`src/hdl/block_average_downscaler_defines.svh`:
```
// assertion macros for the block average downscaler
`ifndef BLOCK_AVERAGE_DOWNSCALER_DEFINES_SVH
`define BLOCK_AVERAGE_DOWNSCALER_DEFINES_SVH
`ifndef SYNTHESIS
`define BAVG_ASSERT_SAME(label, ante, cons) \
  label: assert property (@(posedge clk) disable iff (!rst_n) (ante) |-> (cons)) \
    else $error("bavg check failed");
`define BAVG_ASSERT_NEXT(label, ante, cons) \
  label: assert property (@(posedge clk) disable iff (!rst_n) (ante) |=> (cons)) \
    else $error("bavg check failed");
`else
`define BAVG_ASSERT_SAME(label, ante, cons)
`define BAVG_ASSERT_NEXT(label, ante, cons)
`endif
`endif

```
`src/hdl/bavg_pkg.sv`:
```
// shared constants and types for the block average downscaler
package bavg_pkg;

  localparam int MAX_WIDTH       = 4096;
  localparam int MAX_LOG2_FACTOR = 4;
  localparam int HEIGHT_LIMIT    = 4096;

  localparam int CFG_W   = 13;
  localparam int LG_W    = 3;
  localparam int PIX_W   = 8;
  localparam int SUM_W   = 16;
  localparam int COL_W   = $clog2(MAX_WIDTH);
  localparam int ROW_W   = $clog2(HEIGHT_LIMIT);
  localparam int WID_W   = COL_W + 1;
  localparam int HGT_W   = ROW_W + 1;
  localparam int POS_W   = (WID_W > CFG_W) ? WID_W : CFG_W;
  localparam int SHIFT_W = $clog2(2 * MAX_LOG2_FACTOR + 1);
  localparam int ADDR_W  = 4;
  localparam int DATA_W  = 32;

  localparam int QUEUE_DEPTH = 4;
  localparam int QP_W        = $clog2(QUEUE_DEPTH);

  localparam logic [CFG_W-1:0] WIDTH_RESET  = 13'd640;
  localparam logic [CFG_W-1:0] HEIGHT_RESET = 13'd480;
  localparam logic [LG_W-1:0]  LOG2_RESET   = 3'd1;

  typedef enum logic [1:0] {
    REG_IMAGE_WIDTH,
    REG_IMAGE_HEIGHT,
    REG_LOG2_FACTOR
  } reg_idx_t;

  typedef struct packed {
    logic [WID_W-1:0] width;
    logic [HGT_W-1:0] height;
    logic [LG_W-1:0]  lg;
  } cfg_t;

  typedef struct packed {
    logic [PIX_W-1:0] pix;
    logic [COL_W-1:0] blk;
    logic             col_first;
    logic             col_last;
    logic             row_first;
    logic             emit;
    logic             last;
  } q_item_t;

endpackage

```
`src/hdl/bavg_queue.sv`:
```
// small fifo between classification and accumulation
module bavg_queue (
  input  logic              clk,
  input  logic              rst_n,
  input  logic              push,
  input  bavg_pkg::q_item_t push_item,
  input  logic              pop,
  output bavg_pkg::q_item_t pop_item,
  output logic              full,
  output logic              empty
);

  bavg_pkg::q_item_t         slot_r [bavg_pkg::QUEUE_DEPTH];
  logic [bavg_pkg::QP_W-1:0] wr_ptr_r, wr_ptr_nxt;
  logic [bavg_pkg::QP_W-1:0] rd_ptr_r, rd_ptr_nxt;
  logic [bavg_pkg::QP_W:0]   count_r, count_nxt;

  assign full     = count_r == (bavg_pkg::QP_W + 1)'(bavg_pkg::QUEUE_DEPTH);
  assign empty    = count_r == '0;
  assign pop_item = slot_r[rd_ptr_r];

  always_comb begin
    wr_ptr_nxt = push ? wr_ptr_r + 1'b1 : wr_ptr_r;
    rd_ptr_nxt = pop ? rd_ptr_r + 1'b1 : rd_ptr_r;
    count_nxt  = count_r;
    if (push && !pop) begin
      count_nxt = count_r + 1'b1;
    end else if (pop && !push) begin
      count_nxt = count_r - 1'b1;
    end
  end

  always_ff @(posedge clk) begin
    if (push) begin
      slot_r[wr_ptr_r] <= push_item;
    end
  end

  always_ff @(posedge clk) begin
    if (!rst_n) begin
      wr_ptr_r <= '0;
      rd_ptr_r <= '0;
      count_r  <= '0;
    end else begin
      wr_ptr_r <= wr_ptr_nxt;
      rd_ptr_r <= rd_ptr_nxt;
      count_r  <= count_nxt;
    end
  end

endmodule

```
`config.mk`:
```
export PLATFORM = sky130hd
export DESIGN_NAME = bavg_queue
export DESIGN_NICKNAME = d
export VERILOG_FILES = /design/src/hdl/block_average_downscaler_defines.svh /design/src/hdl/bavg_pkg.sv /design/src/hdl/bavg_queue.sv
export SDC_FILE = /design/constraint.sdc
export NUM_CORES = 1
export LEC_CHECK = 0
export ABC_AREA = 1
export BUFFER_PORTS_ARGS = -buffer_cell sky130_fd_sc_hd__buf_2
export CAP_MARGIN = 20
export CORE_UTILIZATION = 59
export DETAILED_ROUTE_END_ITERATION = 8
export HOLD_SLACK_MARGIN = 0.03
export PLACE_DENSITY = 0.89
export SYNTH_ARGS = -nofsm -noshare
export SYNTH_HDL_FRONTEND = slang
export SYNTH_SLANG_ARGS = --single-unit
```
`constraint.sdc`:
```
create_clock -name clk -period 4.9 [get_ports clk]
set_clock_uncertainty 0.15 [all_clocks]
set_input_delay 0.735 -clock clk [delete_from_list [all_inputs] [get_ports clk]]
set_output_delay 0.735 -clock clk [all_outputs]
set_load 0.01 [all_outputs]
```
==> Word level (Yosys, flattened, before mapping) <==
Memory sizes are Yosys's and may differ from the RTL's. A register that Yosys moved wholly into a read port is not among the register bits.
Index checks and enable logic that the tools add are counted.
{ "classes": {"n_addsub": 4, "n_eq_ne": 1, "n_mux": 6, "reduce_logical": 6} }
{ "ops": {"columns": ["cell", "n"], "rows": [
  ["$mux W3", 2],
  ["$add A2 B1 Y2 const B", 2],
  ["$mux W2", 2],
  ["$add A3 B1 Y3 const B", 1],
  ["$eq A3 B3 Y1 const B", 1],
  ["$logic_not A3 Y1", 1],
  ["$sub A3 B1 Y3 const B", 1],
  ["$logic_and A1 B1 Y1", 2],
  ["$logic_not A1 Y1", 2],
  ["$mux W1", 2],
  ["$reduce_bool A2 Y1", 1]
]} }
{ "word_totals": {"ff_bits": 7, "ram_bits": 100, "input_bits": 29, "out_inout_bits": 27, "mem_count": 1} }
{ "mem_list": {"columns": ["memory", "depth", "word_bits", "rd", "rd_ports_with_merged_regs", "wr", "line", "rtl"], "rows": [
  ["slot_r", 4, 25, 1, 1, 1, "bavg_queue.sv:13", "bavg_pkg::q_item_t slot_r [bavg_pkg::QUEUE_DEPTH];"]
]} }

==> Depth between registers and ports, before layout <==
{ "logic_depth": {"depth_word": 4, "depth_mapped": 10, "mapped_depth_nobuf": 10} }

==> Least setup slack after synthesis <==
OpenSTA, ideal clock, no wires.
{ "synth_path": {"path_type": "input port to flip-flop", "start": "input pop", "end": "register count_r[2] (netlist bit)", "arrival_time_ns": 1.626, "required_time_ns": 4.640, "slack_ns": 3.014, "path_stages": 10, "path_cell_list": "inv_1 ha_1 inv_1 fa_1 inv_1 nand2_1 nand3_1 nand2_1 inv_1 nor2_1"} }
{ "synth_between": {"elab_chain_cells": 3} }
{ "synth_rtl": {"columns": ["item", "line", "rtl"], "rows": [
  ["start: declaration", "bavg_queue.sv:7", "input logic pop,"],
  ["$logic_not A1 Y1", "bavg_queue.sv:26", "if (push && !pop) begin"],
  ["$logic_and A1 B1 Y1", "bavg_queue.sv:26", null],
  ["$mux W3 / $reduce_bool A2 Y1 (equally long branches)", null, null],
  ["end signal: assignment", "bavg_queue.sv:47", "count_r <= count_nxt;"],
  ["end: declaration", "bavg_queue.sv:16", "logic [bavg_pkg::QP_W:0] count_r, count_nxt;"]
]} }
Parallel ways exist; a longest one is shown, timed or not.
A chain may end at the register's enable or synchronous reset.

==> impl_metrics.toml <==
[grt]
grt_pass1_vias = 2548
grt_antenna_before_repair = 0
grtUsageTotal = 0.231
grt-ovfl-total = 0
grt_first_pass_wirelength_microns = 12500
grt_max_degree = 52

[logic_synthesis]
synth.top_cell.area_share = 0.705
yosys.area.top_type = "edfxtp_1"
syn_area_sq_um = 4260
ys.flop_type = "edfxtp_1"
synthArstFlopShare = 0
ys_seq_area_frac = 0.748
yosysMostFrequentCell = "edfxtp_1"
synthCells = 300
yosys-top-cells-count = "edfxtp_1, nor2_1, o21ai_1"
synthTopCellsByArea = "edfxtp_1, nor2_1, dfxtp_1"
synth_seq_cells = 109
syn_nets = 335
synth.distinct_cells = 21
syn-mean-instance-area_sq_um = 14.2
ys_warn_count = 0
synth-edff-count = 100

[finish]
utilization = 0.697
area_growth_syn_to_layout_pct = 12.5
n_antenna_cell = 0
drive_gt1_frac = 0.267
finalNetCount = 389

[run_status]
status = "finished clean"

[pwr]
p_leak_nw = 1.75
p_total_mw = 1.80
vdd_drop_max_mv = 0.233
power_density_nw_per_um2 = 376

[clock_network]
clockRootBuffer = "clkbuf_8"
ctsHtreeMaxLevel = 3
clock_sinks = 109
cts.clk_slew.worst_paths_ns = 0.09
clock_latency_ns = 0.36
cts_made_buffers = 9
postCtsHoldBufs = 0
ctsResizeCount = 0
postCtsSetupRepairBufs = 0
cts_tree = "done"
clockBufferDepth = 2

[die]
die_y_microns = 86.9
die_area_sq_um = 7560
core-area_sq_um = 6870
row_count = 30
start_util = 0.620
die_w_microns = 86.9
pin_count = 56

[timing]
maxSlewHeadroom = 0.315
fmax_mhz = 309
period_share = 0.661
rsz0062_at_grt = "false"
hold_viol_final = 0
layout_setup_ws_ns = 1.66
tns_ns = 0
period_minus_slack_ns = 3.24
tightest_slew_ns = 1.03
setup_violations = 0
fin_hold_ws_ns = 0.300
finalMaxSlewViolations = 0

[detailed_routing]
viasPerCell = 5.71
totalWireLength_microns = 7990
dr.first_iter.drc_count = 203
drtPass1Iterations = 5
wl_per_cell_microns = 17.5
ant_nets = 0
drcViolationCount = 0
vias = 2598

[setup_path]
critPathArrivalTime_ns = 2.35
end_kind = "primary output"
required_ns = 4.01
crit_type = "reg -> out"
cp_max_fo = 51
cp-start-kind = "flop"

[place]
port_buffers = 55
gp_congestion = 0.678
place_ws_ns = 2.06
hpwl_microns = 4860

[worst_hold_path]
hp-class = "reg -> reg"

[job]
cap_viol_max_count = 0
==> area by class of cell <==
cell class,instances,area [sq um]
well taps,96,120
fillers,453,2080
clock buffers,10,128
multi-input cells,159,882
inverters,17,66.3
repair buffers,58,345
clock inverters,6,63.8
flip-flops and latches,109,3180
==> state kept, by name, indices dropped and copies added (netlist names), named ones only <==
signal,flops
rd_ptr_r,2
count_r,3
wr_ptr_r,2
slot_r,100
==> worst paths after layout <==
check / to / from / depth (start not counted) / slack [ns]
max: pop_item[2] / flop / 4 / 1.66
min: flop / rd_ptr_r[1]$_SDFFE_PN0P_ / 1 / 0.30
max reg2reg: slot_r[2][1]$_DFFE_PP_ / wr_ptr_r[0]$_SDFFE_PN0P_ / 4 / 2.90
min reg2reg: flop / rd_ptr_r[1]$_SDFFE_PN0P_ / 1 / 0.30
==> cell families after synthesis <==
| logic type | count (synthesis) | share of synthesized area |
|---|---|---|
| adder cells (fa/ha/maj) | 6 | 0.0194 |
| AO/OA/AOI/OAI | 85 | 0.126 |
| flip-flops | 109 | 0.748 |
| buffers and inverters | 32 | 0.0450 |
| AND/OR/NAND/NOR | 68 | 0.0614 |
==> power breakdown <==
group / switching [mW] / internal, mW / leakage (nW)
combinational: 0.118 / 0.0727 / 0.661
sequential: 0.0283 / 1.06 / 0.993
clock: 0.287 / 0.236 / 0.0939
==> layer usage <==
layer	global-route usage	vias up	wire, microns	share of wire
met4	0.105	0	148	0.019
met1	0.280	1286	3260	0.41
met2	0.398	94	4190	0.52
met3	0.0521	12	384	0.048
met5	0	-	0	0
li1	-	1206	-	-
==> critical path, cell delays in order (launching register included) <==
cell     delay [ns]
dfxtp_2        0.97
inv_4          0.46
o21ai_2        0.26
o22ai_1        0.12
buf_2          0.16
==> layout by cell type, fill, tap and decap left out, types with 2 or more instances in the layout <==
master,count
dfxtp_1,8
clkbuf_8,9
buf_16,2
clkinv_4,2
nor3_1,2
nand2_1,9
edfxtp_1,100
a21oi_1,4
buf_2,55
o22ai_1,24
o21ai_1,25
o21ai_2,20
nor2_1,55
o21ai_0,11
inv_1,15
ha_1,5
==> stage by stage <==
step / instance area (sq um) / instances
floorplan: 4260 / 300
global placement: 4530 / 436
detailed placement: 4580 / 438
CTS: 4770 / 454
global route: 4790 / 455
finish: 4790 / 455
Note: power is estimated with default switching activity, not from simulation.
