==> config.mk <==
export PLATFORM = sky130hd
export DESIGN_NAME = bavg_back
export DESIGN_NICKNAME = d
export VERILOG_FILES = /design/src/hdl/block_average_downscaler_defines.svh /design/src/hdl/bavg_pkg.sv /design/src/hdl/bavg_back.sv
export SDC_FILE = /design/constraint.sdc
export NUM_CORES = 1
export LEC_CHECK = 0
export BUFFER_PORTS_ARGS = -buffer_cell sky130_fd_sc_hd__buf_2
export CAP_MARGIN = 25
export CORE_MARGIN = 10
export CORE_UTILIZATION = 57
export CTS_CLUSTER_SIZE = 24
export DETAILED_ROUTE_END_ITERATION = 6
export MAX_ROUTING_LAYER = met4
export PLACE_DENSITY_LB_ADDON = 0.15
export SLEW_MARGIN = 20
export SYNTH_ARGS = -nofsm -noshare
export SYNTH_HDL_FRONTEND = slang
export SYNTH_SLANG_ARGS = --single-unit
==> constraint.sdc <==
create_clock -name clk -period 7.9 [get_ports clk]
set_input_delay 1.58 -clock clk [delete_from_list [all_inputs] [get_ports clk]]
set_output_delay 1.58 -clock clk [all_outputs]
set_load 0.01 [all_outputs]
==> src/hdl/block_average_downscaler_defines.svh <==
// assertion macros for the block average downscaler
`ifndef BLOCK_AVERAGE_DOWNSCALER_DEFINES_SVH
`define BLOCK_AVERAGE_DOWNSCALER_DEFINES_SVH
`ifndef SYNTHESIS
`define BAVG_ASSERT_SAME(label, ante, cons) \
  label: assert property (@(posedge clk) disable iff (!rst_n) (ante) |-> (cons)) \
    else $error("bavg check failed");
`define BAVG_ASSERT_NEXT(label, ante, cons) \
  label: assert property (@(posedge clk) disable iff (!rst_n) (ante) |=> (cons)) \
    else $error("bavg check failed");
`else
`define BAVG_ASSERT_SAME(label, ante, cons)
`define BAVG_ASSERT_NEXT(label, ante, cons)
`endif
`endif

==> src/hdl/bavg_pkg.sv <==
// shared constants and types for the block average downscaler
package bavg_pkg;

  localparam int MAX_WIDTH       = 4096;
  localparam int MAX_LOG2_FACTOR = 4;
  localparam int HEIGHT_LIMIT    = 4096;

  localparam int CFG_W   = 13;
  localparam int LG_W    = 3;
  localparam int PIX_W   = 8;
  localparam int SUM_W   = 16;
  localparam int COL_W   = $clog2(MAX_WIDTH);
  localparam int ROW_W   = $clog2(HEIGHT_LIMIT);
  localparam int WID_W   = COL_W + 1;
  localparam int HGT_W   = ROW_W + 1;
  localparam int POS_W   = (WID_W > CFG_W) ? WID_W : CFG_W;
  localparam int SHIFT_W = $clog2(2 * MAX_LOG2_FACTOR + 1);
  localparam int ADDR_W  = 4;
  localparam int DATA_W  = 32;

  localparam int QUEUE_DEPTH = 4;
  localparam int QP_W        = $clog2(QUEUE_DEPTH);

  localparam logic [CFG_W-1:0] WIDTH_RESET  = 13'd640;
  localparam logic [CFG_W-1:0] HEIGHT_RESET = 13'd480;
  localparam logic [LG_W-1:0]  LOG2_RESET   = 3'd1;

  typedef enum logic [1:0] {
    REG_IMAGE_WIDTH,
    REG_IMAGE_HEIGHT,
    REG_LOG2_FACTOR
  } reg_idx_t;

  typedef struct packed {
    logic [WID_W-1:0] width;
    logic [HGT_W-1:0] height;
    logic [LG_W-1:0]  lg;
  } cfg_t;

  typedef struct packed {
    logic [PIX_W-1:0] pix;
    logic [COL_W-1:0] blk;
    logic             col_first;
    logic             col_last;
    logic             row_first;
    logic             emit;
    logic             last;
  } q_item_t;

endpackage

==> src/hdl/bavg_back.sv <==
// block accumulation through the line store and output register
module bavg_back (
  input  logic                              clk,
  input  logic                              rst_n,
  input  logic [bavg_pkg::LG_W-1:0]         lg,
  input  logic                              q_empty,
  input  bavg_pkg::q_item_t                 q_item,
  output logic                              q_pop,
  output logic                              ram_we,
  output logic [bavg_pkg::COL_W-1:0]        ram_waddr,
  output logic [bavg_pkg::SUM_W-1:0]        ram_wdata,
  output logic                              ram_re,
  output logic [bavg_pkg::COL_W-1:0]        ram_raddr,
  input  logic [bavg_pkg::SUM_W-1:0]        ram_rdata,
  output logic                              out_valid,
  input  logic                              out_ready,
  output logic [bavg_pkg::PIX_W-1:0]        out_mean_pixel,
  output logic                              out_last_of_frame
);

  logic [bavg_pkg::SUM_W-1:0]   seg_r, seg_nxt, seg_sum, total;
  logic                         out_valid_r, out_valid_nxt;
  logic [bavg_pkg::PIX_W-1:0]   mean_r, mean_nxt;
  logic                         last_r, last_nxt;
  logic [bavg_pkg::SHIFT_W-1:0] shamt;
  logic                         go;

  assign go    = !q_empty && (!out_valid_r || out_ready);
  assign q_pop = go;
  assign shamt = bavg_pkg::SHIFT_W'({lg, 1'b0});

  // horizontal run inside one block row, line store adds the rows above
  assign seg_sum = q_item.col_first ? bavg_pkg::SUM_W'(q_item.pix)
                                    : seg_r + bavg_pkg::SUM_W'(q_item.pix);
  assign total   = q_item.row_first ? seg_sum : ram_rdata + seg_sum;

  assign ram_re    = go && q_item.col_first && !q_item.row_first;
  assign ram_raddr = q_item.blk;
  assign ram_we    = go && q_item.col_last;
  assign ram_waddr = q_item.blk;
  assign ram_wdata = total;

  always_comb begin
    seg_nxt       = go ? seg_sum : seg_r;
    out_valid_nxt = out_valid_r;
    mean_nxt      = mean_r;
    last_nxt      = last_r;
    if (out_ready) begin
      out_valid_nxt = 1'b0;
    end
    if (go && q_item.emit) begin
      out_valid_nxt = 1'b1;
      mean_nxt      = bavg_pkg::PIX_W'(total >> shamt);
      last_nxt      = q_item.last;
    end
  end

  always_ff @(posedge clk) begin
    seg_r  <= seg_nxt;
    mean_r <= mean_nxt;
    last_r <= last_nxt;
  end

  always_ff @(posedge clk) begin
    if (!rst_n) begin
      out_valid_r <= 1'b0;
    end else begin
      out_valid_r <= out_valid_nxt;
    end
  end

  assign out_valid         = out_valid_r;
  assign out_mean_pixel    = mean_r;
  assign out_last_of_frame = last_r;

endmodule

Yosys cells after proc, flatten, opt, wreduce, memory -nomap -nowiden
Cells that the tools add are included.
{ "totals": {"output_inout_bits": 53, "wordCells": 21, "regBits": 26} }
{ "op_classes": {"addsub": 2, "mux": 4, "shift": 1, "reduce_logical": 10} }
{ "op_table": {"columns": ["cell", "n"], "rows": [
  ["two-way mux 16 bit", 2],
  ["adder 16 bit", 1],
  ["adder 16 x 8 -> 16 bit", 1],
  [">> shifter 16 x 4 -> 8 bit", 1],
  ["logical AND 1 bit", 5],
  ["zero test 1 bit", 3],
  ["two-way mux 1 bit", 2],
  ["nonzero test 2 bit", 1],
  ["logical OR 1 bit", 1]
]} }

Logic depth before layout (Yosys ltp)
Gate-level depths: netlist of run 1.
{ "logic_depth": {"ltp_word": 5, "ltp_mapped": 19, "ltp_nobuf": 19} }

Worst setup path after synthesis of run 1
Ideal clock, no wire load.
{ "synth_path": {"kind": "input to output", "from": "input q_item[17] (netlist name)", "to": "output ram_wdata[15] (netlist name)", "stages": 16, "path_buffers": 0, "arrival_time_ns": 4.871, "setup_slack_ns": 1.449, "path_cell_list": "ha_1 -> inv_1 -> fa_1 -> and2b_1 -> o2111a_2 -> nor3_2 -> or4_1 -> and2_4 -> inv_1 -> ha_1 -> a21o_1 -> a21o_1 -> a211oi_1 -> o2bb2ai_2 -> mux2i_4 -> xnor2_2"} }
{ "synth_between": {"elab_chain_cells": 4} }
{ "synth_rtl": {"columns": ["element", "line", "source"], "rows": [
  ["start, declared", "bavg_back.sv:7", "input bavg_pkg::q_item_t q_item,"],
  ["adder 16 x 8 -> 16 bit", "bavg_back.sv:34", ": seg_r + bavg_pkg::SUM_W'(q_item.pix);"],
  ["two-way mux 16 bit", "bavg_back.sv:33", "assign seg_sum = q_item.col_first ? bavg_pkg::SUM_W'(q_item.pix)"],
  ["named net seg_sum (one bit)", "bavg_back.sv:21", "logic [bavg_pkg::SUM_W-1:0] seg_r, seg_nxt, seg_sum, total;"],
  ["adder 16 bit", "bavg_back.sv:35", "assign total = q_item.row_first ? seg_sum : ram_rdata + seg_sum;"],
  ["two-way mux 16 bit", "bavg_back.sv:35", null],
  ["end, declared", "bavg_back.sv:11", "output logic [bavg_pkg::SUM_W-1:0] ram_wdata,"]
]} }
The timed path passes the listed nets, and every way through them passes these cells.

Worst setup path after layout of run 1
Ends and elaborated chain as after synthesis.

==> impl_results.md, run 1 <==
- Status: finished clean
- Worst Tran Pin Value: about 680 ps
- Final GP Congestion: 0.930
- Placed Cells: 477
- Initial core utilization: 0.593
- Grt met3 use: 0.0109
- Most common cell after layout, fill and taps aside: buf_2
- Final number of hold-violating endpoints: 0
- CTS sink count: 26
- Pwr/cell area: 176 nW/µm²
- Core Footprint: 5540 µm²
- Setup WS post-layout: between 800 and 900 ps
- Violation count after the first detailed-route iteration: 203
- Top delay family on crit path: compound AO/OA/AOI/OAI gates
- Critical Path RT: approximately 6300 ps
- Final Setup Violations: 0
- Initial antenna violation count: 0
- GR peak layer: met2
- Hold WC Path Type: flip-flop to flip-flop
- Die H: 95.9 µm
- Clk Tree Root Cell: clkbuf_8
- Crit path cell chain: buf_2 > ha_1 > inv_1 > fa_1 > and2b_1 > o2111a_2 > nor3_2 > or4_1 > and2_4 > inv_1 > ha_1 > a21oi_1 > a21boi_1 > o211a_1 > o2bb2ai_2 > mux2i_4 > xnor2_2 > buf_2
- Most area-consuming cells after synthesis: edfxtp_1 23%, ha_1 8.8%, buf_4 5.5%
- Max Clk Rate: 142 MHz
- Worst VDD drop: 0.0852 mV
- Total number of vias: 3035
- Post-CTS Hold Buffers: 0
- WS Path Type: input port to output pin
- Slowest stage delay, CP: between 500 and 600 ps
- Die width: 95.9 µm
- Met2 usage: 0.326
- CTS max path bufs: 2
- Post-CTS setup buffers: 0
- Antenna cell count: 0
- Non-Filler Instances: 481
- PortBufs: 64
- Syn_area_per_cell: 8.71 µm²
- Cell taking the most area after synthesis: edfxtp_1
- Clk_lat worst skew: 280 ps
- M1 GR Usage: 0.259
- Rows: 27
- CTS tree: done
- WP data arrival: 5450 ps
- Startpoint types: input port
- Vias per cell: 6.31
- Synth Net Count: 450
- Unrepaired setup endpoints after global routing: no
- DP Worst Slack: 921 ps
- Syn-to-layout area delta: 7.85%
- Clock skew: about 4 ps
- First-pass GRT wire length: between 10000 and 15000 µm
- Number of detailed-route iterations in the first pass: 5
- Post-synth top area share: 0.229
- Post-CTS Resized: 0
- Largest net degree at the start of global routing: 27
- Fill cell count: 482
- Wirelength per Cell: 18.7 µm
- HPWL Detailed: slightly above 7000 µm
- # IOs: roughly 100
- Vias in the first global route: between 2000 and 3000
- Part of the Yosys area used for sequential elements: 0.235
- Clk slew on worst S/H paths: approximately 90 ps
- Tot GR Track Use: 0.199
- Yosys cell types: 77
- Ys async rst share: 0
- Pleak: 1.56 nW
- Post-synthesis instance total: 377
- Part of the cycle the worst path needs: 0.889
- DRC violation count after routing: 0
- Mapped cell area: 3280 µm²
- Post-synth EDFFs: 25
- Slowest cell on crit path: or4_1
- Crit path time final: 7030 ps
- Total die area: roughly 9200 µm²
- Relative slew slack: 0.541
- Fin. max-slew vios: 0
- Yosys reg bits: 26
- CP endpoint kind: output pin
- Most frequent cells in the layout: 64 x buf_2, 33 x nand2_1, 30 x nor2_1
- Share of cells above drive strength 1: 0.235
- Syn. warnings: 0
- CTS buffer count: 3
- Fin util: 0.639
- Nets: approximately 480
- H-tree lvl count: 1
- CP max FO: 6
- Setup TNS: 0 ps
- Post-synth top flop: edfxtp_1
- GRT Residual Overflow: 0
- CP bufs+invs: 4
- Antenna viol nets, final: 0
- Final wirelength: 8980 µm
- Number of max-cap violations: 0
[worst register-to-register path: stages, from the launching register on]
cell and delay [ps]:
edfxtp_1 340, ha_1 190, inv_1 60, fa_1 390
and2b_1 250, o2111a_2 240, nor3_2 80, or4_1 510
and2_4 190, inv_1 100, ha_1 290, a21oi_1 310
a21boi_1 110, o211a_1 230, o2bb2ai_2 190, mux2i_4 280
xnor2_2 110, mux2_2 270, a211o_1 280
[layer usage]
metal	share of wire	vias up
met1	0.45	1432
met3	0.052	13
met2	0.49	110
met5	0	-
met4	0.014	0
li1	-	1480
[final timing paths]
path / startpoint / endpoint / slack [ps] / depth (start not counted)
hold reg to reg: out_valid / out_valid / 680 / 2
setup / recovery: q_item[17] / ram_wdata[15] / 870 / 18
setup reg to reg: seg_r[0] / out_mean_pixel[5] / 3240 / 18
hold / removal: out_valid / out_valid / 680 / 2
[flip-flops by register name, indices dropped and copies added, names as in the netlist]
signal and count:
seg_r 16, out_mean_pixel 8, out_valid 1, out_last_of_frame 1
[cells by family after synthesis]
family	Yosys count	synth area share
AOI/OAI and AO/OA	122	0.289
and+or+nand+nor	118	0.185
buffers and inverters	55	0.0911
DFF	26	0.235
adders and majority gates	25	0.0998
xor gates and xnor gates	16	0.0450
muxes	15	0.0556
[final cells by class]
type                       count  area (µm²)  area share
multi-input combinational    296        2210       0.625
sequential                    26         771       0.218
timing repair buffer          65         328      0.0926
tap                           72        90.1      0.0254
inverter                      18        67.6      0.0191
clock buffer                   3        41.3      0.0117
clock inverter                 1        30.0     0.00848
[synthesized netlist by cell type, types with 4 or more instances]
cell,count
mux2i_1,10
edfxtp_1,25
buf_4,24
a21o_1,14
a21oi_1,12
nor3_1,5
xnor2_1,7
o21a_1,6
inv_1,14
and2_1,5
nand3_1,9
a211o_1,5
a211oi_1,12
xor2_1,8
o21ai_0,10
nand2b_1,4
nand2_1,33
o21ai_1,4
a31oi_1,4
and3_1,5
o211ai_1,8
clkbuf_1,10
nor2b_1,4
o31ai_1,7
o22ai_1,4
nor2_1,30
ha_1,23
[power by group]
group          switching (mW)  total, mW  internal (mW)
clock                  0.0444      0.112         0.0679
combinational           0.203      0.336          0.133
sequential            0.00664      0.175          0.168
[per-stage QoR]
stage                     total power [mW]  area [µm²]  hold WS, ps
after global placement               0.503        3470          655
final                                0.622        3540          683
after CTS                            0.620        3540          681
after floorplan                      0.430        3280          641
after detailed placement             0.509        3470          662
after global routing                 0.662        3540          692
Power figures use the tool's default switching activity.
==> run 2, diff against run 1 <==
--- a/config.mk
+++ b/config.mk
@@ -12,7 +12,7 @@
 export CTS_CLUSTER_SIZE = 24
 export DETAILED_ROUTE_END_ITERATION = 6
 export MAX_ROUTING_LAYER = met4
-export PLACE_DENSITY_LB_ADDON = 0.15
+export PLACE_DENSITY = 0.87
 export SLEW_MARGIN = 20
 export SYNTH_ARGS = -nofsm -noshare
 export SYNTH_HDL_FRONTEND = slang
==> run 2 against run 1 <==
  * Clock skew is 1.7 ps lower
  * Final cell count is the same
  * Total power grew 0.89%
  * Routed wire length rose by 0.47%
  * Design area stayed put
  * Via count is 2.8% higher
  * Count of clock-buffer cells in the layout did not move
  * Utilization did not move
  * Sequential cell count did not move
  * Global-route usage decreased by 0.16 points
  * Combinational power about the same
  * Critical path type unchanged
  * Highest routed layer unchanged
==> impl_results.md, run 2 (synthesized netlist as in run 1, its figures left out) <==
- Vias per cell: 6.49
- Pleak: roughly 1.6 nW
- Tot GR Track Use: 0.197
- Pwr/cell area: 177 nW/µm²
- Die width: 95.9 µm
- Setup TNS: 0 ps
- Placed cell areas: 3470 µm²
- Crit. path cell count: 16
- Final wirelength: between 9000 and 10000 µm
- CTS sink count: 26
- Final GP Congestion: ~0.96
- Hold slack: 686 ps
- Critical Path RT: 6320 ps
- CP endpoint kind: output pin
- Setup crit start: q_item[17]
- Total number of vias: between 3000 and 4000
- Final Setup Violations: 0
- CTS max path bufs: 2
- Wirelength per Cell: 18.7 µm
- CP max FO: 5
- First-pass GRT wire length: between 10000 and 15000 µm
- Placed Cells: 477
- CP bufs+invs: 4
- Initial core utilization: 0.593
- Clk_lat worst skew: 280 ps
- Part of the cycle the worst path needs: 0.897
- Fin. max-slew vios: 0
- Clock skew: 2.32 ps
- Startpoint types: input port
- Rows: 27
- GRT Residual Overflow: 0
- Most common cell after layout, fill and taps aside: buf_2
- Max Clk Rate: between 100 and 150 MHz
- Worst Reg-to-Reg Cells: 16
- Total die area: 9200 µm²
- WP data arrival: 5500 ps
- Reg2reg end: out_mean_pixel[3]
- DRC violation count after routing: 0
- Worst Tran Pin Value: 743 ps
- Syn-to-layout area delta: 7.85%
- Worst VDD drop: 0.0970 mV
- Status: finished clean
- Largest register FFs: 16
- Slowest stage delay, CP: 600 ps
- WS Path Type: input port to output pin
- Unrepaired setup endpoints after global routing: no
- Most flops, register: seg_r
- Final number of hold-violating endpoints: 0
- Number of detailed-route iterations in the first pass: 5
- Antenna viol nets, final: 0
- HPWL Detailed: 7220 µm
- CTS buffer count: 3
- Post-CTS setup buffers: 0
- Number of max-cap violations: 0
- Clk slew on worst S/H paths: roughly 100 ps
- Antenna cell count: 0
- Top delay family on crit path: compound AO/OA/AOI/OAI gates
- Violation count after the first detailed-route iteration: 274
- Worst R2R Start: seg_r[0]
- # IOs: 101
- Worst setup path end: ram_wdata[9]
- Relative slew slack: 0.501
- Clk Tree Root Cell: clkbuf_8
- Non-Filler Instances: 481
- Die H: around 96 µm
- Post-CTS Resized: 0
- H-tree lvl count: 1
- Initial antenna violation count: 0
- Slowest cell on crit path: o31ai_1
- Post-CTS Hold Buffers: 0
- Core Footprint: between 5000 and 6000 µm²
- Crit path cell chain: buf_2 > ha_1 > inv_1 > fa_1 > and2b_1 > o2111a_2 > o31a_1 > o31ai_1 > ha_1 > a21oi_1 > o21ai_2 > a2111oi_0 > and4b_1 > nor3_2 > inv_2 > buf_2
- PortBufs: 64
- Post-route cell area: ~3500 µm²
- R2r setup slk: slightly above 3000 ps
- Largest net degree at the start of global routing: 27
- Crit path time final: approximately 7100 ps
- Hold WC Path Type: flip-flop to flip-flop
- Most frequent cells in the layout: 64 x buf_2, 33 x nand2_1, 30 x nor2_1
- Nets: about 480
- CTS tree: done
- Share of cells above drive strength 1: 0.235
- Vias in the first global route: approximately 3000
- Fill cell count: a little under 500
[run 2: worst min-delay path by stage]
stage / startpoint / endpoint / slack (ps) / depth (start not counted)
2_1_floorplan: seg_r[14] / seg_r[14] / 640 / 2
3_3_place_gp: out_valid / out_valid / 650 / 2
3_5_place_dp: out_valid / out_valid / 670 / 2
4_1_cts: out_valid / out_valid / 690 / 2
5_1_grt: out_valid / out_valid / 720 / 2
6_report: out_valid / out_valid / 690 / 2
[run 2: layout make-up]
cell class,instances,area (µm²),share of cell area
clock buffers,3,41.3,0.0117
clock inverters,1,30.0,0.00848
inverters,18,67.6,0.0191
multi-input cells,296,2210,0.625
flip-flops and latches,26,771,0.218
well taps,72,90.1,0.0254
repair buffers,65,328,0.0926
[run 2: power by group]
group	switching [mW]	internal, mW
clock network	0.0461	0.0679
registers	0.00694	0.168
logic	0.205	0.134
total	0.258	0.370
[run 2: worst min-delay path: stages (launching register included)]
cell	delay [ps]
dfxtp_1	320
nor2b_1	150
o21a_1	180
[run 2: layer usage]
metal | up-vias | share of wire | GRT usage | wire length [µm]
met4 | 0 | 0.022 | 0.0700 | 198
met5 | - | 0 | - | 0
met2 | 146 | 0.50 | 0.337 | 4550
li1 | 1481 | - | - | -
met3 | 21 | 0.067 | 0.0132 | 602
met1 | 1473 | 0.41 | 0.239 | 3670
[run 2: per-stage QoR]
step | power (mW) | setup slack [ps] | util
final | 0.628 | 815 | 0.639
after global routing | 0.661 | 709 | 0.639
after CTS | 0.622 | 905 | 0.639
after detailed placement | 0.509 | 925 | 0.626
after global placement | 0.499 | 1050 | 0.626
after floorplan | 0.430 | 1450 | -
==> run 3, diff against run 2 <==
--- a/config.mk
+++ b/config.mk
@@ -12,7 +12,7 @@
 export CTS_CLUSTER_SIZE = 24
 export DETAILED_ROUTE_END_ITERATION = 6
 export MAX_ROUTING_LAYER = met4
-export PLACE_DENSITY = 0.87
+export PLACE_DENSITY = 0.94
 export SLEW_MARGIN = 20
 export SYNTH_ARGS = -nofsm -noshare
 export SYNTH_HDL_FRONTEND = slang
==> run 3 against run 2 <==
  * Non-clock buffer count did not move
  * Combinational power barely moved
  * Routed wire length is 0.32% higher
  * Critical path depth increased by 1
  * Design area stayed put
  * Hold slack worse by 11 ps
  * Global-route usage is 0.093 points higher
  * First-iteration DRC count up 34%
  * Critical endpoint is now ram_wdata[14]
==> impl_results.md, run 3 (synthesized netlist as in run 1, its figures left out) <==
- Total power: around 0.63 mW
- WP data arrival: 5540 ps
- Worst Tran Pin Value: approximately 700 ps
- Number of detailed-route iterations in the first pass: 5
- Clock skew: 2.35 ps
- HPWL Detailed: 7240 µm
- Hold Crit Depth: 2
- CP bufs+invs: 3
- Clk slew on worst S/H paths: 100 ps
- Final GP Congestion: between 0.9 and 1
- Antenna cell count: 0
- Wirelength per Cell: 18.8 µm
- Most flops, register: seg_r
- Violation count after the first detailed-route iteration: 367
- Initial core utilization: 0.593
- CTS max path bufs: 2
- Top delay family on crit path: simple AND/OR/NAND/NOR gates
- Die H: 95.9 µm
- PortBufs: 64
- Slowest stage delay, CP: 540 ps
- Area of the multi-input gates: 2210 µm²
- CP max FO: 7
- Nets: between 400 and 500
- Most frequent cells in the layout: 64 x buf_2, 33 x nand2_1, 30 x nor2_1
- DP Worst Slack: 911 ps
- Status: finished clean
- Crit path cell chain: buf_2 > ha_1 > inv_1 > fa_1 > and2b_1 > o2111a_2 > nor3_2 > nand2b_1 > xor2_1 > nor2_1 > ha_1 > o21a_1 > and4_1 > o21a_1 > or4b_1 > nand3_1 > buf_2
- CTS sink count: 26
- Final Setup Violations: 0
- Total number of vias: 3114
- Most common cell after layout, fill and taps aside: buf_2
- Max Clk Rate: 140 MHz
- Worst VDD drop: 0.139 mV
- DRC violation count after routing: 0
- Part of the cycle the worst path needs: 0.901
- Clk_lat worst skew: between 200 and 300 ps
- Syn-to-layout area delta: 7.85%
- Largest register FFs: 16
- Relative slew slack: 0.525
- GRT Residual Overflow: 0
- Largest net degree at the start of global routing: 27
- Worst Reg-to-Reg Cells: 18
- Crit. path cell count: 17
- Startpoint types: input port
- Post-CTS setup buffers: 0
- Fin. max-slew vios: 0
- Die width: 95.9 µm
- Slowest cell on crit path: or4b_1
- Vias per cell: around 6.5
- Seq. cell area: 771 µm²
- Antenna viol nets, final: 0
- Setup WS post-layout: 781 ps
- Unrepaired setup endpoints after global routing: no
- Pleak: 1.56 nW
- Tot GR Track Use: 0.198
- Vias in the first global route: ~3000
- Post-CTS Resized: 0
- Crit path time final: 7120 ps
- Critical Path RT: 6320 ps
- WS Path Type: input port to output pin
- First-pass GRT wire length: 14600 µm
- Setup TNS: 0 ps
- Core Footprint: 5540 µm²
- Total die area: 9200 µm²
- Initial antenna violation count: 0
- Pwr/cell area: around 180 nW/µm²
- Clk Tree Root Cell: clkbuf_8
- # IOs: ~100
- Rows: 27
- CTS tree: done
- H-tree lvl count: 1
- Number of max-cap violations: 0
- Final number of hold-violating endpoints: 0
- Share of cells above drive strength 1: 0.235
- Post-CTS Hold Buffers: 0
- CP endpoint kind: output pin
- Fill cell count: 469
- CTS buffer count: 3
- Final wirelength: 9050 µm
- Hold WC Path Type: flip-flop to flip-flop
## run 3: cell counts in the layout (fill, tap and decap cells not counted)
Identical to the previous run, type by type.
## run 3: worst register-to-register path, cell delays in order (launching register included)
cell      delay, ps
edfxtp_1        380
ha_1            220
inv_1            80
fa_1            190
and2b_1         220
o2111a_2        280
nor3_2          310
nand2b_1        180
xor2_1          290
nor2_1          130
ha_1            440
nand2_1         100
nor4_2          360
a211oi_1        120
nand2b_1        180
a311o_1         330
o221a_4         130
mux2_2          260
a211o_1         290
## run 3: layout make-up
class | count | share of cell area
flip-flops and latches | 26 | 0.218
clock inverters | 1 | 0.00848
inverters | 18 | 0.0191
multi-input cells | 296 | 0.625
clock buffers | 3 | 0.0117
well taps | 72 | 0.0254
repair buffers | 65 | 0.0926
## run 3: per-stage QoR
| step | cells | utilization | cell area [µm²] | hold slack, ps |
|---|---|---|---|---|
| finish | 481 | 0.639 | 3540 | 675 |
| floorplan | 377 | - | 3280 | 641 |
| global route | 481 | 0.639 | 3540 | 697 |
| CTS | 481 | 0.639 | 3540 | 676 |
| global placement | 477 | 0.626 | 3470 | 651 |
| detailed placement | 477 | 0.626 | 3470 | 655 |
## run 3: worst paths after layout
check / startpoint / to / slack (ps)
worst min register to register: out_valid / out_valid / 670
worst min-delay path: out_valid / out_valid / 670
worst max-delay path: q_item[17] / ram_wdata[14] / 780
worst max register to register: seg_r[0] / out_mean_pixel[5] / 3160
## run 3: power breakdown
| part | switching, mW | leakage (nW) | internal [mW] | total (mW) |
|---|---|---|---|---|
| Sequential | 0.00649 | 0.253 | 0.168 | 0.174 |
| Clock | 0.0449 | 0.0357 | 0.0678 | 0.113 |
| Combinational | 0.208 | 1.27 | 0.134 | 0.341 |
| Total | 0.259 | 1.56 | 0.369 | 0.628 |
## run 3: metal layers
layer | vias to the layer above | global-route usage | wire length, µm
met5 | - | - | 0
met4 | 0 | 0.0663 | 294
met3 | 35 | 0.00778 | 574
met2 | 167 | 0.355 | 4630
met1 | 1433 | 0.232 | 3550
li1 | 1479 | - | -
