[config.mk]
export PLATFORM = sky130hd
export DESIGN_NAME = bavg_regs
export DESIGN_NICKNAME = d
export VERILOG_FILES = /design/src/hdl/block_average_downscaler_defines.svh /design/src/hdl/bavg_pkg.sv /design/src/hdl/bavg_regs.sv
export SDC_FILE = /design/constraint.sdc
export NUM_CORES = 1
export LEC_CHECK = 0
export ABC_AREA = 0
export BUFFER_PORTS_ARGS = -buffer_cell sky130_fd_sc_hd__buf_4
export CAP_MARGIN = 20
export CORE_MARGIN = 4
export CORE_UTILIZATION = 47
export DETAILED_ROUTE_END_ITERATION = 16
export GPL_ROUTABILITY_DRIVEN = 0
export GPL_TIMING_DRIVEN = 0
export PLACE_DENSITY = 0.83
export SETUP_SLACK_MARGIN = 0.15
export SYNTH_ARGS = -nofsm -noshare
export SYNTH_HDL_FRONTEND = slang
export SYNTH_SLANG_ARGS = --single-unit
export TNS_END_PERCENT = 30
[constraint.sdc]
create_clock -name clk -period 2.3 [get_ports clk]
set_clock_uncertainty 0.15 [all_clocks]
set_input_delay 0.115 -clock clk [delete_from_list [all_inputs] [get_ports clk]]
set_output_delay 0.115 -clock clk [all_outputs]
set_load 0.02 [all_outputs]
[src/hdl/block_average_downscaler_defines.svh]
// assertion macros for the block average downscaler
`ifndef BLOCK_AVERAGE_DOWNSCALER_DEFINES_SVH
`define BLOCK_AVERAGE_DOWNSCALER_DEFINES_SVH
`ifndef SYNTHESIS
`define BAVG_ASSERT_SAME(label, ante, cons) \
  label: assert property (@(posedge clk) disable iff (!rst_n) (ante) |-> (cons)) \
    else $error("bavg check failed");
`define BAVG_ASSERT_NEXT(label, ante, cons) \
  label: assert property (@(posedge clk) disable iff (!rst_n) (ante) |=> (cons)) \
    else $error("bavg check failed");
`else
`define BAVG_ASSERT_SAME(label, ante, cons)
`define BAVG_ASSERT_NEXT(label, ante, cons)
`endif
`endif

[src/hdl/bavg_pkg.sv]
// shared constants and types for the block average downscaler
package bavg_pkg;

  localparam int MAX_WIDTH       = 4096;
  localparam int MAX_LOG2_FACTOR = 4;
  localparam int HEIGHT_LIMIT    = 4096;

  localparam int CFG_W   = 13;
  localparam int LG_W    = 3;
  localparam int PIX_W   = 8;
  localparam int SUM_W   = 16;
  localparam int COL_W   = $clog2(MAX_WIDTH);
  localparam int ROW_W   = $clog2(HEIGHT_LIMIT);
  localparam int WID_W   = COL_W + 1;
  localparam int HGT_W   = ROW_W + 1;
  localparam int POS_W   = (WID_W > CFG_W) ? WID_W : CFG_W;
  localparam int SHIFT_W = $clog2(2 * MAX_LOG2_FACTOR + 1);
  localparam int ADDR_W  = 4;
  localparam int DATA_W  = 32;

  localparam int QUEUE_DEPTH = 4;
  localparam int QP_W        = $clog2(QUEUE_DEPTH);

  localparam logic [CFG_W-1:0] WIDTH_RESET  = 13'd640;
  localparam logic [CFG_W-1:0] HEIGHT_RESET = 13'd480;
  localparam logic [LG_W-1:0]  LOG2_RESET   = 3'd1;

  typedef enum logic [1:0] {
    REG_IMAGE_WIDTH,
    REG_IMAGE_HEIGHT,
    REG_LOG2_FACTOR
  } reg_idx_t;

  typedef struct packed {
    logic [WID_W-1:0] width;
    logic [HGT_W-1:0] height;
    logic [LG_W-1:0]  lg;
  } cfg_t;

  typedef struct packed {
    logic [PIX_W-1:0] pix;
    logic [COL_W-1:0] blk;
    logic             col_first;
    logic             col_last;
    logic             row_first;
    logic             emit;
    logic             last;
  } q_item_t;

endpackage

[src/hdl/bavg_regs.sv]
// apb configuration registers with clamping of frame geometry
module bavg_regs (
  input  logic                        clk,
  input  logic                        rst_n,
  input  logic                        psel,
  input  logic                        penable,
  input  logic                        pwrite,
  input  logic [bavg_pkg::ADDR_W-1:0] paddr,
  input  logic [bavg_pkg::DATA_W-1:0] pwdata,
  output logic [bavg_pkg::DATA_W-1:0] prdata,
  output logic                        pready,
  output bavg_pkg::cfg_t              cfg,
  output logic                        restart
);

  logic [bavg_pkg::CFG_W-1:0] image_width_r, image_width_nxt;
  logic [bavg_pkg::CFG_W-1:0] image_height_r, image_height_nxt;
  logic [bavg_pkg::LG_W-1:0]  log2_factor_r, log2_factor_nxt;
  logic                       wr_en;
  bavg_pkg::reg_idx_t         idx;
  logic [bavg_pkg::POS_W-1:0] w_x;

  assign pready = 1'b1;
  assign wr_en  = psel && penable && pwrite;
  assign idx    = bavg_pkg::reg_idx_t'(paddr[3:2]);

  always_comb begin
    image_width_nxt  = image_width_r;
    image_height_nxt = image_height_r;
    log2_factor_nxt  = log2_factor_r;
    restart          = 1'b0;
    prdata           = '0;
    case (idx)
      bavg_pkg::REG_IMAGE_WIDTH: begin
        prdata = bavg_pkg::DATA_W'(image_width_r);
        if (wr_en) begin
          image_width_nxt = pwdata[bavg_pkg::CFG_W-1:0];
          restart         = 1'b1;
        end
      end
      bavg_pkg::REG_IMAGE_HEIGHT: begin
        prdata = bavg_pkg::DATA_W'(image_height_r);
        if (wr_en) begin
          image_height_nxt = pwdata[bavg_pkg::CFG_W-1:0];
          restart          = 1'b1;
        end
      end
      bavg_pkg::REG_LOG2_FACTOR: begin
        prdata = bavg_pkg::DATA_W'(log2_factor_r);
        if (wr_en) begin
          log2_factor_nxt = pwdata[bavg_pkg::LG_W-1:0];
          restart         = 1'b1;
        end
      end
      default: begin
        prdata = '0;
      end
    endcase
  end

  always_ff @(posedge clk) begin
    if (!rst_n) begin
      image_width_r  <= bavg_pkg::WIDTH_RESET;
      image_height_r <= bavg_pkg::HEIGHT_RESET;
      log2_factor_r  <= bavg_pkg::LOG2_RESET;
    end else begin
      image_width_r  <= image_width_nxt;
      image_height_r <= image_height_nxt;
      log2_factor_r  <= log2_factor_nxt;
    end
  end

  // clamp geometry to the supported range
  assign w_x = bavg_pkg::POS_W'(image_width_r);

  always_comb begin
    if (w_x == '0) begin
      cfg.width = bavg_pkg::WID_W'(1);
    end else if (w_x > bavg_pkg::POS_W'(bavg_pkg::MAX_WIDTH)) begin
      cfg.width = bavg_pkg::WID_W'(bavg_pkg::MAX_WIDTH);
    end else begin
      cfg.width = bavg_pkg::WID_W'(w_x);
    end

    if (image_height_r == '0) begin
      cfg.height = bavg_pkg::HGT_W'(1);
    end else if (image_height_r > bavg_pkg::CFG_W'(bavg_pkg::HEIGHT_LIMIT)) begin
      cfg.height = bavg_pkg::HGT_W'(bavg_pkg::HEIGHT_LIMIT);
    end else begin
      cfg.height = bavg_pkg::HGT_W'(image_height_r);
    end

    if (log2_factor_r > bavg_pkg::LG_W'(bavg_pkg::MAX_LOG2_FACTOR)) begin
      cfg.lg = bavg_pkg::LG_W'(bavg_pkg::MAX_LOG2_FACTOR);
    end else begin
      cfg.lg = log2_factor_r;
    end
  end

endmodule

# After elaboration in Yosys (flattened, before gate mapping)
# Cells that the tools add are included.
[word_totals] reg_bits=29 input_bits=41
[classes] n_lt_le_gt_ge=3 eq_ne=2 muxes=8 n_reduce_logical=9
[ops] cell="13-bit two-way mux" count=4
[ops] cell="13-bit case mux with 3 select lines" count=1
[ops] cell="13-bit > comparator, second input constant" count=2
[ops] cell="13-bit logical NOT" count=2
[ops] cell="2-bit AND reduction" count=3
[ops] cell="3-bit > comparator, second input constant" count=1
[ops] cell="3-bit two-way mux" count=1
[ops] cell="3-bit OR reduction" count=1
[ops] cell="2-bit by 1-bit == test with 1-bit output, second input constant" count=1
[ops] cell="2-bit == test, second input constant" count=1
[ops] cell="1-bit logical AND" count=2
[ops] cell="2-bit logical NOT" count=1
[ops] cell="1-bit two-way mux" count=2

# Longest topological paths before layout
# Gate-level depths: netlist of the first run.
[depth] ltp_word=4 depth_mapped=4 depth_no_buf=3

# Worst setup path after synthesis of the first run
# No wires, ideal clock.
[synth_path] kind="register -> output" startpoint="reg image_height_r[12] (netlist name)" endpoint="out prdata[12] (netlist name)" arrival_time_ns=1.057 path_slack_ns=0.978 path_stages_with_launch=4 path_buffers=1 path_cell_list="dfxtp_1 clkbuf_1 mux2i_1 nor2_1"
[synth_via] elab_chain_len=1
[synth_lines] element="from (decl)" line_no="bavg_regs.sv:17" source="logic [bavg_pkg::CFG_W-1:0] image_height_r, image_height_nxt;"
[synth_lines] element="from (signal assigned)" line_no="bavg_regs.sv:64" source="image_height_r <= bavg_pkg::HEIGHT_RESET;"
[synth_lines] element="from (signal assigned)" line_no="bavg_regs.sv:68" source="image_height_r <= image_height_nxt;"
[synth_lines] element="13-bit case mux with 3 select lines" line_no="bavg_regs.sv:33" source="case (idx)"
[synth_lines] element="to (decl)" line_no="bavg_regs.sv:10" source="output logic [bavg_pkg::DATA_W-1:0] prdata,"
# No other way between the ends.

# Final worst setup path of the first run
# Ends and elaborated chain as after synthesis.

==> impl_table.tex, run 1 <==
\begin{tabular}{lr}
\hline
Metric & Value \\
\hline
\multicolumn{2}{l}{\textbf{Worst setup path}} \\
\quad Kind of critical path & register to output pin \\
\quad Required time of the critical path & slightly above 2 ns \\
\quad Critical Path End Type & output pin \\
\quad Worst endpoint data arrival time & 1.58 ns \\
\quad Worst-path fanout max & 10 \\
\quad Number of cell instances on the worst register-to-register path & 3 \\
\quad Nature of the critical path startpoint & register \\
\multicolumn{2}{l}{\textbf{GRT}} \\
\quad Number of global-route vias before repair & $\sim$1600 \\
\quad Overall overflow remaining after global route & 0 \\
\quad Global-route wire length before repair & a little over 8000 um \\
\quad Global-route total usage across every layer & 0.209 \\
\quad Initial antenna violation count & 0 \\
\quad Maximum number of pins on one net before global-route repair & 11 \\
\multicolumn{2}{l}{\textbf{Layout}} \\
\quad Antenna diodes & 0 \\
\quad Area of the multi-input gates & 0.00103 sq mm \\
\quad Fraction of layout cells with a size suffix above 1 & 0.312 \\
\quad Signed area change from the synthesized netlist to the final layout & 43.7\% \\
\quad Final-stage net count & 352 \\
\quad Final standard cell count with taps included and fillers excluded & around 360 \\
\quad Total of fill cells in the finished design & 315 \\
\quad Storage cell area & 581 sq um \\
\multicolumn{2}{l}{\textbf{Logic synthesis}} \\
\quad Most frequently used cell type in the post-synthesis netlist & mux2i\_1 \\
\quad Cell taking the most area after synthesis & dfxtp\_1 \\
\quad Area share of the leading cell type in the synthesized netlist & 0.323 \\
\quad Most common flop cell mapped by yosys & dfxtp\_1 \\
\quad Number of distinct library cell variants in the gate-level netlist after synthesis & 26 \\
\quad Synth cell count leaders & mux2i\_1, nand2\_1, nor2b\_1 \\
\quad Flip-flop and latch count after synthesis & 29 \\
\quad Number of warnings issued by yosys & 0 \\
\quad Count of flip-flops with a built-in enable after synthesis & 0 \\
\quad Proportion of synthesized flip-flops having asynchronous set or reset & 0 \\
\quad Synth Instances & 214 \\
\quad Total standard cell area after synthesis & 0.00180 sq mm \\
\quad Synth top area cells & dfxtp\_1, mux2i\_1, nor2b\_1, buf\_4, nand2\_1 \\
\quad Seq/Total Area, Yosys & 0.323 \\
\quad Per-instance average area after synthesis & 8.41 sq um \\
\multicolumn{2}{l}{\textbf{Placement}} \\
\quad Detailed placement HPWL & 3670 um \\
\quad Setup Slack @ Placement & 0.754 ns \\
\quad Number of port buffers & 59 \\
\quad Placed cell count & between 300 and 400 \\
\multicolumn{2}{l}{\textbf{Power and ir drop}} \\
\quad Worst-case vdd ir drop & 0.000302 V \\
\quad Sequential share of power & 0.438 \\
\quad Leakage power of the design & 1.23 nW \\
\quad Pwr Density & 456 mW/mm\^{}2 \\
\quad Part of the power in combinational logic & 0.197 \\
\quad Sw Ratio & 0.274 \\
\quad P\_sw & 0.323 mW \\
\quad Internal power consumption & between 0.8 and 0.9 mW \\
\quad Proportion of power drawn by the clock network & 0.365 \\
\multicolumn{2}{l}{\textbf{Clock tree}} \\
\quad CTS root buffer & clkbuf\_8 \\
\quad Clock tree buffer depth & 2 \\
\quad Sink Count & 29 \\
\quad Worst skew pair latency & around 0.29 ns \\
\quad Post-CTS setup buffer count & 0 \\
\quad TritonCTS clock tree & yes \\
\quad Number of buffers inserted for hold repair after clock tree synthesis & 13 \\
\quad Total clock buffers created by CTS & 5 \\
\quad Maximum level of the CTS H-tree & 2 \\
\quad Cells resized by post-CTS repair & 0 \\
\quad Clock slew at reported path FFs & 0.06 ns \\
\multicolumn{2}{l}{\textbf{Route}} \\
\quad Total routed wirelength & 5020 um \\
\quad Iteration-0 DRC count of the detailed router & 98 \\
\quad Post-DR vias/cell & 4.83 \\
\quad Drt first pass iters & 5 \\
\quad Number of DRC violations after detailed routing & 0 \\
\quad Detailed-route via count & approximately 1700 \\
\quad Number of nets still failing antenna checks after routing & 0 \\
\quad Routed wire length per instance & 14.0 um \\
\multicolumn{2}{l}{\textbf{Floorplan}} \\
\quad Floorplan die width & 69.9 um \\
\quad \# rows & 22 \\
\quad Std-Cell Core Area & 0.00369 sq mm \\
\quad Total die area & 0.00488 sq mm \\
\quad Initial standard-cell utilization of the core & 0.488 \\
\quad DIE HEIGHT & 69.9 um \\
\quad Number of placed I/O pins & 104 \\
\multicolumn{2}{l}{\textbf{STA}} \\
\quad Total negative slack & 0 ns \\
\quad Unrepaired setup endpoints after global routing & false \\
\quad Total count of max-transition violations in the final report & 0 \\
\quad Final hold violation count & 0 \\
\quad Final clock period utilization by the worst path & 0.803 \\
\quad Slew at the pin closest to its max-slew limit & 0.536 ns \\
\quad Max Freq & 542 MHz \\
\quad Crit path setup slack, layout & 0.453 ns \\
\quad Tightest slew margin relative to the limit & 0.642 \\
\quad Min cycle time layout & around 1.8 ns \\
\quad \# setup viols final & 0 \\
\multicolumn{2}{l}{\textbf{Run status}} \\
\quad Run status & finished, final reports clean \\
\multicolumn{2}{l}{\textbf{Min path}} \\
\quad Tightest Hold Check Type & input pin to register \\
\quad Hold Crit Depth & 3 \\
\multicolumn{2}{l}{\textbf{Job}} \\
\quad Max Cap Viol & 0 \\
\hline
\end{tabular}
worst max-delay path, stage by stage (launching register included):
cell and delay (ns):
dfxtp_1 0.43, clkbuf_1 0.42, mux2i_1 0.15, nor2_1 0.14, buf_4 0.16
kinds of logic (layout without fill, tap and decap cells):
| logic type | after synthesis | after routing | synth area share |
|---|---|---|---|
| buffers and inverters | 37 | 116 | 0.140 |
| AO/OA/AOI/OAI | 7 | 7 | 0.0222 |
| AND/OR/NAND/NOR | 98 | 98 | 0.282 |
| multiplexers | 41 | 41 | 0.228 |
| other | 2 | 20 | 0.00417 |
| flip-flops | 29 | 29 | 0.323 |
through the flow:
step	hold WS, ns	utilization	instance area [sq um]	power (mW)
2_1_floorplan	0.107	-	1870	0.673
3_3_place_gp	0.223	0.642	2370	0.737
3_5_place_dp	0.237	0.642	2370	0.740
4_1_cts	0.0121	0.701	2590	1.18
5_1_grt	0.0207	0.701	2590	1.22
6_report	0.0189	0.701	2590	1.18
registers in the layout, indices dropped and copies added (netlist names):
signal / cells
image_width_r: 13
log2_factor_r: 3
image_height_r: 13
area by class of cell:
cell class,count,area share
flip-flops and latches,29,0.224
clock buffers,7,0.0334
inverters,1,0.00145
multi-input cells,166,0.400
repair buffers,72,0.222
plain buffers,36,0.0963
well taps,48,0.0232
cells in the final DEF, fill, tap and decap left out, drive strengths merged:
cell / synthesis / final
a21oi: 1 / 1
a31oi: 2 / 2
and2: 1 / 1
and3: 1 / 1
buf: 29 / 88
clkbuf: 7 / 14
conb: 2 / 20
dfxtp: 29 / 29
dlygate4sd3: 0 / 13
inv: 1 / 1
mux2i: 41 / 41
nand2: 37 / 37
nand3: 2 / 2
nand3b: 1 / 1
nor2: 13 / 13
nor2b: 35 / 35
nor3: 3 / 3
nor3b: 1 / 1
nor4: 4 / 4
o211ai: 1 / 1
o21ai: 3 / 3
final timing paths:
check                                                     start                         endpoint  slack [ns]
worst max-delay path            image_height_r[12]$_SDFFE_PN0P_                       prdata[12]        0.45
worst min-delay path                                   paddr[3]    image_width_r[0]$_SDFFE_PN0P_        0.02
worst max register to register  image_height_r[12]$_SDFFE_PN0P_  image_height_r[12]$_SDFFE_PN0P_        1.00
worst min register to register   image_height_r[0]$_SDFFE_PN0P_   image_height_r[0]$_SDFFE_PN0P_        0.34
layer usage:
metal | vias to the layer above | global-route usage | share of wire
met2 | 72 | 0.360 | 0.51
met3 | 5 | 0.0532 | 0.085
met4 | 0 | 0.0574 | 0.012
li1 | 852 | - | -
met5 | - | 0 | 0
met1 | 806 | 0.256 | 0.40
power groups by stage:
stage | sequential [mW] | clock, mW | combinational (mW)
5_1_grt | 0.517 | 0.451 | 0.251
3_5_place_dp | 0.527 | 0 | 0.213
4_1_cts | 0.516 | 0.429 | 0.231
6_report | 0.516 | 0.430 | 0.233
2_1_floorplan | 0.525 | 0 | 0.148
3_3_place_gp | 0.527 | 0 | 0.211
No activity file was read; power rests on OpenSTA's default activity.
==> run 2, diff against run 1 <==
Settings changed: ABC_AREA 0 to 1, CORE_UTILIZATION 47 to 39, PLACE_DENSITY 0.83 to 0.74.
Clock period 2.3 ns to 1.6 ns, I/O delays scaled along.
==> run 2 against run 1 <==
Compared with the run above: the run now ends with setup timing left; global-route usage fell by 1.3 points; total power rose by 46%; wire length rose by 8.8%; sequential power rose by 46%; die area rose by 16%; combinational power rose by 70%; clock power rose by 34%; utilization fell by 7.2 points; largest cell class unchanged; highest routed layer unchanged.
==> impl_table.tex, run 2 <==
\begin{tabular}{lr}
\hline
Metric & Value \\
\hline
\multicolumn{2}{l}{\textbf{Logic synthesis}} \\
\quad Total standard cell area after synthesis & 0.00177 sq mm (was 0.00180 sq mm) \\
\quad Area share of the leading cell type in the synthesized netlist & 0.329 (was 0.323) \\
\quad Count of flip-flops with a built-in enable after synthesis & 0 (unchanged) \\
\quad Synth top area cells & dfxtp\_1, buf\_4, a21oi\_1, inv\_1, nor2\_1 (was dfxtp\_1, mux2i\_1, nor2b\_1, buf\_4, nand2\_1) \\
\quad Seq/Total Area, Yosys & 0.329 (was 0.323) \\
\quad Number of distinct library cell variants in the gate-level netlist after synthesis & 25 (was 26) \\
\quad Proportion of synthesized flip-flops having asynchronous set or reset & 0 (unchanged) \\
\quad Most frequently used cell type in the post-synthesis netlist & inv\_1 (was mux2i\_1) \\
\quad Synth Instances & 258 (was 214) \\
\quad Synth cell count leaders & inv\_1, nor2\_1, nand2\_1 (was mux2i\_1, nand2\_1, nor2b\_1) \\
\quad Number of warnings issued by yosys & 0 (unchanged) \\
\quad Per-instance average area after synthesis & 6.84 sq um (was 8.41 sq um) \\
\quad Flip-flop and latch count after synthesis & 29 (unchanged) \\
\quad Cell taking the most area after synthesis & dfxtp\_1 (unchanged) \\
\quad Most common flop cell mapped by yosys & dfxtp\_1 (unchanged) \\
\multicolumn{2}{l}{\textbf{Route}} \\
\quad Number of nets still failing antenna checks after routing & 0 (unchanged) \\
\quad Post-DR vias/cell & 4.81 (was 4.83) \\
\quad Drt first pass iters & 4 (was 5) \\
\quad Number of DRC violations after detailed routing & 0 (unchanged) \\
\quad Iteration-0 DRC count of the detailed router & 90 (was 98) \\
\quad Detailed-route via count & 1985 (was 1735) \\
\quad Routed wire length per instance & 13.2 um (was 14.0 um) \\
\quad Total routed wirelength & 5470 um (was 5020 um) \\
\multicolumn{2}{l}{\textbf{Floorplan}} \\
\quad Total die area & 0.00567 sq mm (was 0.00488 sq mm) \\
\quad Initial standard-cell utilization of the core & 0.405 (was 0.488) \\
\quad DIE HEIGHT & 75.3 um (was 69.9 um) \\
\quad Std-Cell Core Area & 0.00435 sq mm (was 0.00369 sq mm) \\
\quad \# rows & 24 (was 22) \\
\quad Number of placed I/O pins & 104 (unchanged) \\
\quad Floorplan die width & 75.3 um (was 69.9 um) \\
\multicolumn{2}{l}{\textbf{Worst setup path}} \\
\quad Longest individual stage delay on the worst path & 0.32 ns (was 0.43 ns) \\
\quad Kind of critical path & register to output pin (unchanged) \\
\quad Worst path cell trace & nor2\_1 -> nand2\_1 -> nor2\_4 -> nand2\_4 -> a21oi\_1 -> buf\_4 (was clkbuf\_1 -> mux2i\_1 -> nor2\_1 -> buf\_4) \\
\quad Worst path slowest cell & dfxtp\_2 (was dfxtp\_1) \\
\quad Worst endpoint data arrival time & 1.38 ns (was 1.58 ns) \\
\quad Worst-path fanout max & 8 (was 10) \\
\quad Nature of the critical path startpoint & register (unchanged) \\
\quad Critical Path End Type & output pin (unchanged) \\
\quad Required time of the critical path & 1.37 ns (was 2.04 ns) \\
\multicolumn{2}{l}{\textbf{Placement}} \\
\quad Number of port buffers & 61 (was 59) \\
\quad Placed cell count & 389 (was 339) \\
\quad Detailed placement HPWL & 4110 um (was 3670 um) \\
\quad Setup Slack @ Placement & 0.180 ns (was 0.754 ns) \\
\multicolumn{2}{l}{\textbf{GRT}} \\
\quad Maximum number of pins on one net before global-route repair & 11 (unchanged) \\
\quad Global-route total usage across every layer & 0.196 (was 0.209) \\
\quad Initial antenna violation count & 0 (unchanged) \\
\quad Global-route wire length before repair & 8320 um (was 8160 um) \\
\quad Number of global-route vias before repair & 1750 (was 1629) \\
\quad Overall overflow remaining after global route & 0 (unchanged) \\
\multicolumn{2}{l}{\textbf{STA}} \\
\quad Post-route worst hold slack & 0.0809 ns (was 0.0189 ns) \\
\quad Final hold violation count & 0 (unchanged) \\
\quad Total count of max-transition violations in the final report & 0 (unchanged) \\
\quad Total negative slack & -0.0399 ns (was 0 ns) \\
\quad Final clock period utilization by the worst path & 1.01 \\
\quad Min cycle time layout & $\sim$1.6 ns \\
\quad Max Freq & between 600 and 700 MHz \\
\quad Unrepaired setup endpoints after global routing & true (was false) \\
\quad \# setup viols final & 7 (was 0) \\
\quad Crit path setup slack, layout & -0.0132 ns (was 0.453 ns) \\
\multicolumn{2}{l}{\textbf{Layout}} \\
\quad Fraction of layout cells with a size suffix above 1 & 0.413 (was 0.312) \\
\quad Final-stage net count & 401 (was 352) \\
\quad Signed area change from the synthesized netlist to the final layout & 55.2\% (was 43.7\%) \\
\quad Highest-count cells in the layout ignoring fill and taps & buf\_4, inv\_1, nor2\_1, nand2\_1, conb\_1 (was buf\_4, mux2i\_1, nand2\_1, nor2b\_1, dfxtp\_1) \\
\quad Final standard cell count with taps included and fillers excluded & 413 (was 359) \\
\quad Largest regs & image\_height\_r: 13 flops, image\_width\_r: 13 flops, log2\_factor\_r: 3 flops (unchanged) \\
\quad Most common cell after layout, fill and taps aside & buf\_4 (unchanged) \\
\quad Antenna diodes & 0 (unchanged) \\
\multicolumn{2}{l}{\textbf{Clock tree}} \\
\quad Total clock buffers created by CTS & 5 (unchanged) \\
\quad TritonCTS clock tree & yes (unchanged) \\
\quad Worst skew pair latency & 0.28 ns (was 0.29 ns) \\
\quad Clock slew at reported path FFs & 0.06 ns (about the same) \\
\quad Sink Count & 29 (unchanged) \\
\quad Maximum level of the CTS H-tree & 2 (unchanged) \\
\quad CTS root buffer & clkbuf\_8 (unchanged) \\
\quad Clock tree buffer depth & 2 (unchanged) \\
\multicolumn{2}{l}{\textbf{Min path}} \\
\quad Tightest Hold Check Type & input pin to register (unchanged) \\
\multicolumn{2}{l}{\textbf{Job}} \\
\quad Max Cap Viol & 0 (unchanged) \\
\multicolumn{2}{l}{\textbf{Run status}} \\
\quad Failing checks & setup timing \\
\quad Run status & finished, violations left (was finished, final reports clean) \\
\multicolumn{2}{l}{\textbf{Power and ir drop}} \\
\quad Leakage power of the design & 1.43 nW (was 1.23 nW) \\
\quad Pwr Density & 629 mW/mm\^{}2 (was 456 mW/mm\^{}2) \\
\quad Worst-case vdd ir drop & 0.000488 V (was 0.000302 V) \\
\hline
\end{tabular}
==> run 2: area by class of cell <==
| type | instances | area, sq um |
|---|---|---|
| Sequential cell | 29 | 596 |
| Tap cell | 52 | 65.1 |
| Fill cell | 407 | 1610 |
| Buffer | 34 | 236 |
| Multi-Input combinational cell | 173 | 987 |
| Clock buffer | 8 | 80.1 |
| Timing Repair Buffer | 76 | 622 |
| Inverter | 41 | 154 |
==> run 2: worst max-delay path, delay by kind of cell, from the launching register on <==
| kind | cells | cell delay [ns] |
|---|---|---|
| and+or+nand+nor | 4 | 0.47 |
| DFF | 1 | 0.32 |
| buffers and inverters | 1 | 0.16 |
| AOI/OAI and AO/OA | 1 | 0.15 |
==> run 2: path summary, 6_finish.rpt <==
path,start,to,slack (ns),cells past startpoint
max reg2reg,image_width_r[6]$_SDFFE_PN0P_,image_width_r[6]$_SDFFE_PN0P_,0.68,3
min,paddr[2],image_height_r[9]$_SDFFE_PN0P_,0.08,4
max,image_width_r[4]$_SDFFE_PN0P_,cfg[23],-0.01,6
min reg2reg,log2_factor_r[0]$_SDFFE_PN1P_,log2_factor_r[0]$_SDFFE_PN1P_,0.37,2
==> run 2: per-stage QoR <==
| stage | area (sq um) | total power, mW | util |
|---|---|---|---|
| after floorplan | 1830 | 0.990 | - |
| after global placement | 2360 | 1.11 | 0.541 |
| after detailed placement | 2360 | 1.11 | 0.541 |
| after CTS | 2670 | 1.72 | 0.614 |
| final | 2740 | 1.72 | 0.629 |
| after global routing | 2740 | 1.81 | 0.629 |
==> run 2: kinds of logic after synthesis <==
kind of cell / Yosys count / share of synthesized area
AOI/OAI and AO/OA: 75 / 0.249
buffers and inverters: 75 / 0.217
DFF: 29 / 0.329
other: 2 / 0.00425
and+or+nand+nor: 77 / 0.201
==> run 2: where the power goes <==
| part | internal (mW) | switching (mW) |
|---|---|---|
| combinational | 0.172 | 0.225 |
| clock | 0.308 | 0.267 |
| sequential | 0.738 | 0.0137 |
==> run 2: routing by layer <==
metal | vias up | part of all wire | track usage
li1 | 988 | - | -
met3 | 11 | 0.078 | 0.0454
met5 | - | 0 | 0
met1 | 921 | 0.40 | 0.251
met4 | 0 | 0.019 | 0.0738
met2 | 65 | 0.50 | 0.319
==> run 2: what timing repair did <==
item,in CTS,in global routing
endpoints found under the setup margin,24,21
hold buffers,13,0
gates cloned,1,0
buffers inserted,2,0
resized for setup,35,22
hold endpoints to repair,29,0
pin swaps,12,15
